### src/rtl/core/mse_pkg.sv
`timescale 1ns / 1ps
// Shared types and constants for the MIPS32 subset execute block.
// Depends on nothing; the interfaces, divider, controller, datapath and top level import it.
package mse_pkg;

    localparam int unsigned XLEN           = 32;
    localparam int unsigned REGISTER_COUNT = 32;
    localparam int unsigned REG_IDX_W      = $clog2(REGISTER_COUNT);
    localparam int unsigned PADDR_W        = 3;

    localparam logic [REG_IDX_W-1:0] REG_SP   = REG_IDX_W'(29);
    localparam logic [REG_IDX_W-1:0] REG_RA   = REG_IDX_W'(31);
    localparam logic [REG_IDX_W-1:0] REG_ZERO = REG_IDX_W'(0);

    localparam logic [XLEN-1:0] ENTRY_PC_RESET  = 32'h0040_0000;
    localparam logic [XLEN-1:0] STACK_TOP_RESET = 32'h0000_0000;
    localparam logic [XLEN-1:0] REGION_MASK     = 32'hF000_0000;

    localparam logic CFG_ENTRY_PC  = 1'b0;
    localparam logic CFG_STACK_TOP = 1'b1;

    localparam logic MODE_INSTR = 1'b0;
    localparam logic MODE_LOAD  = 1'b1;

    localparam logic [5:0] OP_SPECIAL = 6'h00;
    localparam logic [5:0] OP_REGIMM  = 6'h01;
    localparam logic [5:0] OP_J       = 6'h02;
    localparam logic [5:0] OP_JAL     = 6'h03;
    localparam logic [5:0] OP_BEQ     = 6'h04;
    localparam logic [5:0] OP_BNE     = 6'h05;
    localparam logic [5:0] OP_BLEZ    = 6'h06;
    localparam logic [5:0] OP_BGTZ    = 6'h07;
    localparam logic [5:0] OP_ADDI    = 6'h08;
    localparam logic [5:0] OP_ADDIU   = 6'h09;
    localparam logic [5:0] OP_SLTI    = 6'h0A;
    localparam logic [5:0] OP_SLTIU   = 6'h0B;
    localparam logic [5:0] OP_ANDI    = 6'h0C;
    localparam logic [5:0] OP_ORI     = 6'h0D;
    localparam logic [5:0] OP_XORI    = 6'h0E;
    localparam logic [5:0] OP_LUI     = 6'h0F;
    localparam logic [5:0] OP_SPECIAL2 = 6'h1C;
    localparam logic [5:0] OP_SPECIAL3 = 6'h1F;
    localparam logic [5:0] OP_LB      = 6'h20;
    localparam logic [5:0] OP_LH      = 6'h21;
    localparam logic [5:0] OP_LW      = 6'h23;
    localparam logic [5:0] OP_LBU     = 6'h24;
    localparam logic [5:0] OP_LHU     = 6'h25;
    localparam logic [5:0] OP_SB      = 6'h28;
    localparam logic [5:0] OP_SH      = 6'h29;
    localparam logic [5:0] OP_SW      = 6'h2B;

    localparam logic [5:0] FN_SLL     = 6'h00;
    localparam logic [5:0] FN_SRL     = 6'h02;
    localparam logic [5:0] FN_SRA     = 6'h03;
    localparam logic [5:0] FN_SLLV    = 6'h04;
    localparam logic [5:0] FN_SRLV    = 6'h06;
    localparam logic [5:0] FN_SRAV    = 6'h07;
    localparam logic [5:0] FN_JR      = 6'h08;
    localparam logic [5:0] FN_JALR    = 6'h09;
    localparam logic [5:0] FN_SYSCALL = 6'h0C;
    localparam logic [5:0] FN_MFHI    = 6'h10;
    localparam logic [5:0] FN_MTHI    = 6'h11;
    localparam logic [5:0] FN_MFLO    = 6'h12;
    localparam logic [5:0] FN_MTLO    = 6'h13;
    localparam logic [5:0] FN_MULT    = 6'h18;
    localparam logic [5:0] FN_MULTU   = 6'h19;
    localparam logic [5:0] FN_DIV     = 6'h1A;
    localparam logic [5:0] FN_DIVU    = 6'h1B;
    localparam logic [5:0] FN_ADD     = 6'h20;
    localparam logic [5:0] FN_ADDU    = 6'h21;
    localparam logic [5:0] FN_SUB     = 6'h22;
    localparam logic [5:0] FN_SUBU    = 6'h23;
    localparam logic [5:0] FN_AND     = 6'h24;
    localparam logic [5:0] FN_OR      = 6'h25;
    localparam logic [5:0] FN_XOR     = 6'h26;
    localparam logic [5:0] FN_NOR     = 6'h27;
    localparam logic [5:0] FN_SLT     = 6'h2A;
    localparam logic [5:0] FN_SLTU    = 6'h2B;
    localparam logic [5:0] FN_MUL     = 6'h02;
    localparam logic [5:0] FN_BSHFL   = 6'h20;

    localparam logic [4:0] RT_BLTZ   = 5'h00;
    localparam logic [4:0] RT_BGEZ   = 5'h01;
    localparam logic [4:0] RT_BLTZAL = 5'h10;
    localparam logic [4:0] RT_BGEZAL = 5'h11;

    localparam logic [4:0] SA_SEB = 5'h10;
    localparam logic [4:0] SA_SEH = 5'h18;

    localparam logic [1:0] MREQ_NONE  = 2'd0;
    localparam logic [1:0] MREQ_LOAD  = 2'd1;
    localparam logic [1:0] MREQ_STORE = 2'd2;

    localparam logic [1:0] SIZE_BYTE = 2'd0;
    localparam logic [1:0] SIZE_HALF = 2'd1;
    localparam logic [1:0] SIZE_WORD = 2'd2;

    localparam logic [1:0] TRAP_NONE    = 2'd0;
    localparam logic [1:0] TRAP_SYSCALL = 2'd1;
    localparam logic [1:0] TRAP_ILLEGAL = 2'd2;

    typedef enum logic [2:0] {
        LK_NONE = 3'd0,
        LK_LB   = 3'd1,
        LK_LH   = 3'd2,
        LK_LW   = 3'd3,
        LK_LBU  = 3'd4,
        LK_LHU  = 3'd5
    } load_kind_t;

    typedef struct packed {
        logic accept;
        logic commit;
        logic div_start;
    } ctrl_cmd_t;

    typedef struct packed {
        logic div_req;
        logic div_done;
    } dp_status_t;

endpackage

### src/rtl/core/mse_controller.sv
`timescale 1ns / 1ps
// Sequencer: accepts a word, commits it when the result register is free,
// and waits out the divider. Depends on mse_pkg.
module mse_controller (
    input  logic                   clk,
    input  logic                   rst_n,
    input  logic                   in_valid,
    output logic                   in_ready,
    output logic                   out_valid,
    input  logic                   out_ready,
    input  mse_pkg::dp_status_t    status,
    output mse_pkg::ctrl_cmd_t     cmd
);
    import mse_pkg::*;

    typedef enum logic [1:0] {
        S_IDLE,
        S_EXEC,
        S_DIV
    } state_t;

    state_t state_reg, state_next;
    logic   out_valid_reg, out_valid_next;

    always_comb
    begin
        state_next = state_reg;
        out_valid_next = out_valid_reg;
        cmd = '0;
        if (out_valid_reg && out_ready)
        begin
            out_valid_next = 1'b0;
        end
        unique case (state_reg)
            S_IDLE:
            begin
                if (in_valid)
                begin
                    cmd.accept = 1'b1;
                    state_next = S_EXEC;
                end
            end
            S_EXEC:
            begin
                if (!out_valid_reg || out_ready)
                begin
                    cmd.commit = 1'b1;
                    out_valid_next = 1'b1;
                    if (status.div_req)
                    begin
                        cmd.div_start = 1'b1;
                        state_next = S_DIV;
                    end
                    else
                    begin
                        state_next = S_IDLE;
                    end
                end
            end
            S_DIV:
            begin
                if (status.div_done)
                begin
                    state_next = S_IDLE;
                end
            end
            default:
            begin
                state_next = S_IDLE;
            end
        endcase
    end

    always_ff @(posedge clk or negedge rst_n)
    begin
        if (!rst_n)
        begin
            state_reg <= S_IDLE;
            out_valid_reg <= 1'b0;
        end
        else
        begin
            state_reg <= state_next;
            out_valid_reg <= out_valid_next;
        end
    end

    assign in_ready = (state_reg == S_IDLE);
    assign out_valid = out_valid_reg;
endmodule

### config.mk
export PLATFORM = sky130hd
export DESIGN_NAME = mse_controller
export DESIGN_NICKNAME = d
export VERILOG_FILES = /design/src/rtl/core/mse_pkg.sv /design/src/rtl/core/mse_controller.sv
export SDC_FILE = /design/constraint.sdc
export NUM_CORES = 1
export LEC_CHECK = 0
export BUFFER_PORTS_ARGS = -buffer_cell sky130_fd_sc_hd__buf_2
export CAP_MARGIN = 5
export CELL_PAD_IN_SITES_DETAIL_PLACEMENT = 2
export CELL_PAD_IN_SITES_GLOBAL_PLACEMENT = 2
export CORE_AREA = 5 5 42 44
export DETAILED_ROUTE_END_ITERATION = 10
export DIE_AREA = 0 0 47 49
export GPL_ROUTABILITY_DRIVEN = 1
export PLACE_DENSITY = 0.47
export SYNTH_ARGS = -nofsm -noshare
export SYNTH_HDL_FRONTEND = slang
export SYNTH_SLANG_ARGS = --single-unit
### constraint.sdc
create_clock -name clk -period 2.1 [get_ports clk]
set_input_delay 0.42 -clock clk [delete_from_list [all_inputs] [get_ports clk]]
set_output_delay 0.42 -clock clk [all_outputs]
set_load 0.05 [all_outputs]
==> impl_metrics.yaml, run 1 <==
floorplanning:
  rows: 14
  coreArea_um2: 1400
  die_w_um: 47
  io_pins: 11
  die_height_um: 49
  start_util_pct: 11.6
  dieArea_um2: 2300
sta:
  fmax_mhz: 594
  grt_setup_unrepaired: "no"
  layout_min_cycle_time_ns: 1.68
  whs_ns: 0.457
  final-hold-violation-count: 0
  slew_headroom_pct: 83.2
  fin_setup_tns_ns: 0
  finalCritPeriodShare_pct: 80.2
  finalSetupViolations: 0
  worstMarginPinSlew_ns: 0.253
  slew_violations: 0
  fin_worst_skew_ns: 0.00112
grt:
  grt_overflow: 0
  grt_pass1_wl_um: 821
  antenna_found_initial: 0
  grt_max_degree: 6
  grt_pass1_vias: 196
  grt_use_total_pct: 5.64
layout:
  drive_gt1_share_pct: 54.8
  area_growth_pct: 68.5
  nNetsFinal: 38
  mostFrequentLayoutCells: "buf_2, nand2b_1, clkbuf_4, dfrtp_1, nor2_1"
  largest_reg_flops: 2
  n_antenna_cell: 0
  final_common_cell: "buf_2"
  final_cells: 47
synthesis:
  syn_area_um2: 163
  yosysSeqAreaShare_pct: 46.2
  ys_seq_elements: 3
  synthCells: 16
  syn_nets: 22
  synth.avg_cell_area_um2: 10.2
  yosys_warnings: 0
  ys_types: 11
critical_path:
  crit_path_end_kind: "output pin"
  cp_max_fo: 4
  startpoint_type: "flop"
  r2r_start: "state_reg[1]"
  path_class: "reg2out"
  crit_path_start: "state_reg[1]"
  worstPathRequired_ns: 1.68
  cp.arrival_ns: 1.26
drt:
  drt-initial-drc-count: 0
  drtAntennaViolNets: 0
  vias: 166
  vias_per_cell: 3.53
  wl_per_cell_um: 10.8
  finalWirelength_um: 509
  drc: 0
  first_pass_iters: 1
min_path:
  hp-start: "in_valid"
  hold_class: "in2reg"
placement:
  dp.cells: 42
  dp_hpwl_um: 403
  globalplace.congestion: 0.684
  io_buffer_count: 10
power_and_ir_drop:
  p_int_mw: 0.231
  power_density_nw_per_um2: 1840
  vdd_drop_max_mv: 0.489
  pwr-share-comb_pct: 57.4
  p_clk_share_pct: 20.5
  switching_share_pct: 54.3
  leakagePower_nw: 0.134
  pwr-share-seq_pct: 22.0
  p_switching_mw: 0.275
  fin_total_pwr_mw: 0.506
clock_tree:
  clock_sinks: 3
  clkSlewWorstSetupHoldPaths_ns: 0.04
  clockBufferDepth: 2
  cts_tree: "built"
  clk_latency_ns: 0.23
  clockRootBuffer: "clkbuf_4"
  htreeDepth: 1
  cts_made_buffers: 3
  cts_resized: 0
outcome:
  status: "finished clean"
job:
  drv_cap: 0
## final timing paths
| check | endpoint | slack, ns | depth (start not counted) |
|---|---|---|---|
| hold reg to reg | state_reg[0] | 0.48 | 1 |
| min in group asynchronous | state_reg[0] | 0.51 | 2 |
| hold / removal | state_reg[0] | 0.46 | 3 |
| max in group asynchronous | state_reg[1] | 1.49 | 2 |
| setup reg to reg | state_reg[1] | 1.18 | 2 |
| setup / recovery | cmd[0] | 0.42 | 3 |
## critical path: stages (launching register included)
cell      delay (ns)
dfrtp_1         0.40
nand2b_2        0.23
nor3_2          0.12
buf_2           0.28
## stage by stage
| stage | setup WS [ns] | instance area, um2 | util (%) |
|---|---|---|---|
| 4_1_cts | 0.388 | 274 | 19.6 |
| 3_3_place_gp | 0.669 | 238 | 17.0 |
| 3_5_place_dp | 0.630 | 238 | 17.0 |
| 2_1_floorplan | 0.0383 | 168 | - |
| 6_report | 0.417 | 274 | 19.6 |
| 5_1_grt | 0.331 | 274 | 19.6 |
## Yosys cell counts (all sizes together)
library cell / n / area [um2]
a21oi: 1 / 5.00
and2: 1 / 6.26
dfrtp: 3 / 75.1
inv: 1 / 3.75
nand2b: 4 / 27.5
nand3b: 1 / 7.51
nor2: 2 / 7.51
nor2b: 1 / 8.76
nor3: 1 / 5.00
o32ai: 1 / 16.3
## repair_timing
action | in CTS | in global routing
setup buffers | 0 | 0
endpoints found under the hold margin | 3 | 0
hold buffers | 1 | 0
## area by class of cell
| cell class | count | area [um2] |
|---|---|---|
| sequential | 3 | 75.1 |
| tap | 16 | 20.0 |
| timing repair buffer | 11 | 60.1 |
| fill | 172 | 1130 |
| multi-input combinational | 12 | 88.8 |
| clock buffer | 4 | 26.3 |
| inverter | 1 | 3.75 |
## cells by family (layout without fill, tap and decap cells)
kind of cell / Yosys count / in the layout / synth area share [%]
simple gates: 10 / 10 / 38.5
buf+inv: 1 / 16 / 2.31
flops: 3 / 3 / 46.2
compound gates: 2 / 2 / 13.1
## routing by layer
layer	GRT usage, %	wire length [um]
met1	6.18	246
met5	0	0
met3	5.90	76
met4	4.15	0
met2	6.11	186
## power by group through the flow
stage,Clock (mW),Combinational (mW),Sequential [mW]
6_report,0.104,0.290,0.111
3_5_place_dp,0,0.294,0.113
2_1_floorplan,0,0.195,0.140
5_1_grt,0.116,0.308,0.119
4_1_cts,0.108,0.296,0.112
3_3_place_gp,0,0.287,0.111
Note: power is estimated with default switching activity, not from simulation.
==> inputs of run 2 (changes only) <==
Settings changed: ABC_AREA from default to 1, PLACE_DENSITY 0.47 to 0.49.
Clock period 2.1 ns to 1.55 ns, I/O delays scaled along.
==> impl_metrics.yaml, run 2 <==
sta:
  setup_slack_ns: 0.0815
  finalCritPeriodShare_pct: 94.7
  layout_min_cycle_time_ns: 1.47
  finalSetupViolations: 0
  slew_violations: 0
  whs_ns: 0.334
  fmax_mhz: 681
  worstMarginPinSlew_ns: 0.251
  final-hold-violation-count: 0
  grt_setup_unrepaired: "no"
  fin_setup_tns_ns: 0
  slew_headroom_pct: 83.4
  fin_worst_skew_ns: 0.000749
layout:
  n_antenna_cell: 0
  largest_reg_flops: 2
  area_growth_pct: 80.3
  final_common_cell: "buf_2"
  nNetsFinal: 41
  mostFrequentLayoutCells: "buf_2, inv_1, nand2_1, clkbuf_4, dfrtp_1"
  final_cells: 50
  drive_gt1_share_pct: 47.1
power_and_ir_drop:
  leakagePower_nw: 0.155
  power_density_nw_per_um2: 2620
  fin_total_pwr_mw: 0.692
  p_clk_share_pct: 19.5
  p_switching_mw: 0.384
  pwr-share-comb_pct: 58.9
  switching_share_pct: 55.6
  p_int_mw: 0.307
  vdd_drop_max_mv: 0.599
  pwr-share-seq_pct: 21.5
drt:
  drt-initial-drc-count: 0
  vias: 173
  drtAntennaViolNets: 0
  finalWirelength_um: 448
  wl_per_cell_um: 8.96
  vias_per_cell: 3.46
  first_pass_iters: 1
  drc: 0
grt:
  antenna_found_initial: 0
  grt_use_total_pct: 4.30
  grt_max_degree: 5
  grt_pass1_wl_um: 683
  grt_overflow: 0
  grt_pass1_vias: 197
critical_path:
  crit_path_start: "out_valid"
  cpPeakStageDelay_ns: 0.39
  path_delay_family: "flip-flops"
  crit_buf_inv: 2
  startpoint_type: "flop"
  cp_cell_sequence: "nand2_1 -> nand3_1 -> inv_1 -> clkbuf_4"
  cp.arrival_ns: 1.16
  cp_max_fo: 3
  r2r_start: "out_valid"
  crit_path_end_kind: "output pin"
  r2r_slack_ns: 0.76
  path_class: "reg2out"
  worstPathRequired_ns: 1.24
  cp_slowest_cell: "dfrtp_1"
clock_tree:
  cts_tree: "built"
  cts_setup_buffers: 0
  htreeDepth: 1
  clk_latency_ns: 0.23
  clock_sinks: 3
  cts_made_buffers: 3
  clockBufferDepth: 2
  clkSlewWorstSetupHoldPaths_ns: 0.04
  clockRootBuffer: "clkbuf_4"
synthesis:
  synth_edf_count: 0
  synth_common_cells: "inv_1, nand2_1, dfrtp_1"
  ys_types: 8
  syn_area_um2: 146
  syn_nets: 25
  ys_seq_elements: 3
  synth_top_area_share_pct: 51.3
  synthTopCellsByArea: "dfrtp_1, inv_1, nand2_1"
  yosysSeqAreaShare_pct: 51.3
  yosys_warnings: 0
  yosys_most_used_dff: "dfrtp_1"
  yosys.area.top_type: "dfrtp_1"
  async_flop_share_pct: 100
  synth.avg_cell_area_um2: 7.70
  synthCells: 19
floorplanning:
  coreArea_um2: 1400
  start_util_pct: 10.4
  die_w_um: 47
  rows: 14
  io_pins: 11
  die_height_um: 49
  dieArea_um2: 2300
placement:
  dp_hpwl_um: 384
  globalplace.congestion: 0.608
  dp.cells: 45
  io_buffer_count: 10
  dp_slack_ns: 0.251
min_path:
  hp-start: "in_valid"
  hold_class: "in2reg"
outcome:
  status: "finished clean"
job:
  drv_cap: 0
[run 2: worst min-delay path, stage by stage]
cell and delay [ns]:
buf_2 0.08, nand2_1 0.08, o21ai_2 0.06
[run 2: cells by family (layout without fill, tap and decap cells)]
group | Yosys count | after routing | share of synthesized area [%]
simple gates | 9 | 9 | 26.5
flops | 3 | 3 | 51.3
buf+inv | 5 | 20 | 12.8
compound gates | 2 | 2 | 9.40
[run 2: worst paths after layout]
path | cells past startpoint | endpoint
max in group asynchronous | 2 | state_reg[0]
worst min register to register | 2 | state_reg[1]
min in group asynchronous | 2 | state_reg[1]
worst min-delay path | 3 | state_reg[0]
worst max register to register | 3 | state_reg[1]
worst max-delay path | 4 | cmd[0]
[run 2: area by class of cell]
class	instances	area, um2
clock buffer	4	26.3
sequential	3	75.1
multi-input combinational	11	58.8
fill	174	1140
tap	16	20.0
timing repair buffer	11	65.1
inverter	5	18.8
[run 2: routing by layer]
layer | global-route usage (%) | vias up | wire length [um]
met1 | 3.54 | 84 | 142
met5 | 0 | - | 0
li1 | - | 85 | -
met4 | 4.15 | 0 | 0
met3 | 1.11 | 0 | 36
met2 | 7.47 | 4 | 269
[run 2: power by group through the flow]
stage | Combinational (mW) | Clock, mW | Sequential [mW]
after global routing | 0.433 | 0.145 | 0.156
after floorplan | 0.267 | 0 | 0.193
after CTS | 0.406 | 0.143 | 0.150
after global placement | 0.396 | 0 | 0.151
final | 0.408 | 0.135 | 0.149
after detailed placement | 0.403 | 0 | 0.151
[run 2: per-stage QoR]
| stage | util (%) | instance area, um2 |
|---|---|---|
| floorplan | - | 153 |
| global placement | 15.9 | 223 |
| detailed placement | 15.9 | 223 |
| CTS | 18.5 | 259 |
| global route | 18.8 | 264 |
| finish | 18.8 | 264 |
[run 2: timing repair]
item / in CTS / in global routing
hold endpoints to repair: 3 / 0
hold buffers: 1 / 0
gates resized for setup: 0 / 2
endpoints found under the setup margin: 0 / 2
==> inputs of run 3 (changes only) <==
Settings changed: BUFFER_PORTS_ARGS -buffer_cell sky130_fd_sc_hd__buf_2 to -buffer_cell sky130_fd_sc_hd__buf_4.
Clock period 1.55 ns to 1.8 ns, I/O delays scaled along.
==> impl_metrics.yaml, run 3 (synthesis gave the netlist of run 2 again) <==
clock_tree:
  clk_latency_ns: 0.23
  postCtsHoldBufs: 1
  clockRootBuffer: "clkbuf_4"
  clock_sinks: 3
  htreeDepth: 1
  clockBufferDepth: 2
  cts_resized: 0
  clkSlewWorstSetupHoldPaths_ns: 0.04
  cts_tree: "built"
  cts_setup_buffers: 0
  cts_made_buffers: 3
placement:
  globalplace.congestion: 0.678
  io_buffer_count: 10
  dp_hpwl_um: 401
floorplanning:
  coreArea_um2: 1400
  io_pins: 11
  start_util_pct: 10.4
  die_w_um: 47
  dieArea_um2: 2300
  die_height_um: 49
  rows: 14
sta:
  layout_min_cycle_time_ns: 1.51
  final-hold-violation-count: 0
  fin_setup_tns_ns: 0
  slew_violations: 0
  worstMarginPinSlew_ns: 0.152
  fmax_mhz: 664
  whs_ns: 0.365
  fin_worst_skew_ns: 0.00224
  grt_setup_unrepaired: "no"
  finalSetupViolations: 0
  finalCritPeriodShare_pct: 83.7
  slew_headroom_pct: 89.9
critical_path:
  r2r_slack_ns: 1.02
  crit_path_end_kind: "output pin"
  cp_max_fo: 4
  rr_worst_depth: 4
  path_class: "reg2out"
  r2r_start: "state_reg[0]"
  worstPathRequired_ns: 1.44
  worstReg2RegEnd: "state_reg[1]"
  startpoint_type: "flop"
  cp.arrival_ns: 1.15
grt:
  met2_usage_pct: 5.43
  grt_pass1_vias: 185
  grt_use_total_pct: 4.80
  grt_overflow: 0
  grt_max_degree: 5
  antenna_found_initial: 0
  met3_usage_pct: 3.32
  grtUsageMet1_pct: 5.08
  grt_pass1_wl_um: 710
  grt.busiest_layer: "met4"
drt:
  drt-initial-drc-count: 1
  first_pass_iters: 2
  vias_per_cell: 3.42
  wl_per_cell_um: 9.62
  finalWirelength_um: 481
  vias: 171
  drc: 0
  drtAntennaViolNets: 0
power_and_ir_drop:
  p_clk_share_pct: 19.1
  leakagePower_nw: 0.163
  vdd_drop_max_mv: 0.384
  power_density_nw_per_um2: 2210
  pwr-share-seq_pct: 20.7
  pwr-share-comb_pct: 60.2
  switching_share_pct: 53.6
  p_switching_mw: 0.332
  p_int_mw: 0.288
layout:
  final_common_cell: "buf_4"
  n_antenna_cell: 0
  mostFrequentLayoutCells: "buf_4, inv_1, nand2_1, clkbuf_4, dfrtp_1"
  drive_gt1_share_pct: 44.1
  fill_cells: 180
  regArea_um2: 75.1
  nNetsFinal: 41
  area_growth_pct: 91.5
  multi_input_area_um2: 55.1
  largest_reg_flops: 2
min_path:
  hold_class: "in2reg"
  hold-path-cell-count: 3
  holdPathEnd: "state_reg[0]"
  hp-start: "in_valid"
outcome:
  status: "finished clean"
job:
  drv_cap: 0
## run 3: power by group through the flow
stage,Clock (mW),Sequential [mW],Combinational [mW]
3_5_place_dp,0,0.130,0.377
3_3_place_gp,0,0.128,0.374
2_1_floorplan,0,0.164,0.225
5_1_grt,0.129,0.134,0.396
4_1_cts,0.125,0.129,0.379
6_report,0.118,0.128,0.373
## run 3: per-layer routing
layer	routed length [um]	share of wire (%)
met1	219	46
met2	199	41
met3	62	13
met4	0	0
met5	0	0
## run 3: how the worst max path moves through the flow
stage | slack [ns] | from | cells past startpoint | endpoint
global route | 0.19 | state_reg[1] | 4 | cmd[1]
finish | 0.29 | state_reg[1] | 4 | cmd[1]
detailed placement | 0.44 | out_ready | 6 | cmd[0]
global placement | 0.46 | out_ready | 6 | cmd[0]
CTS | 0.26 | state_reg[1] | 4 | cmd[1]
floorplan | 0.02 | out_valid | 1 | cmd[1]
## run 3: stage by stage
stage                     setup slack, ns  utilization, %  instances  total power, mW  cell area [um2]
after CTS                           0.264            20.0         50            0.634              280
after floorplan                    0.0177               -         19            0.389              149
final                               0.293            20.0         50            0.620              280
after global placement              0.462            17.4         45            0.502              244
after detailed placement            0.438            17.4         45            0.507              244
after global routing                0.189            20.0         50            0.658              280
## run 3: area by class of cell
cell class                 count  area share, %
inverter                       5           6.70
sequential                     3           26.8
tap                           16           7.14
clock buffer                   4           9.37
multi-input combinational     11           19.6
timing repair buffer          11           30.4
## run 3: critical path, cell delays in order, from the launching register on
cell,delay [ns]
dfrtp_1,0.41
inv_1,0.07
nand2_1,0.09
a21oi_1,0.14
buf_4,0.21
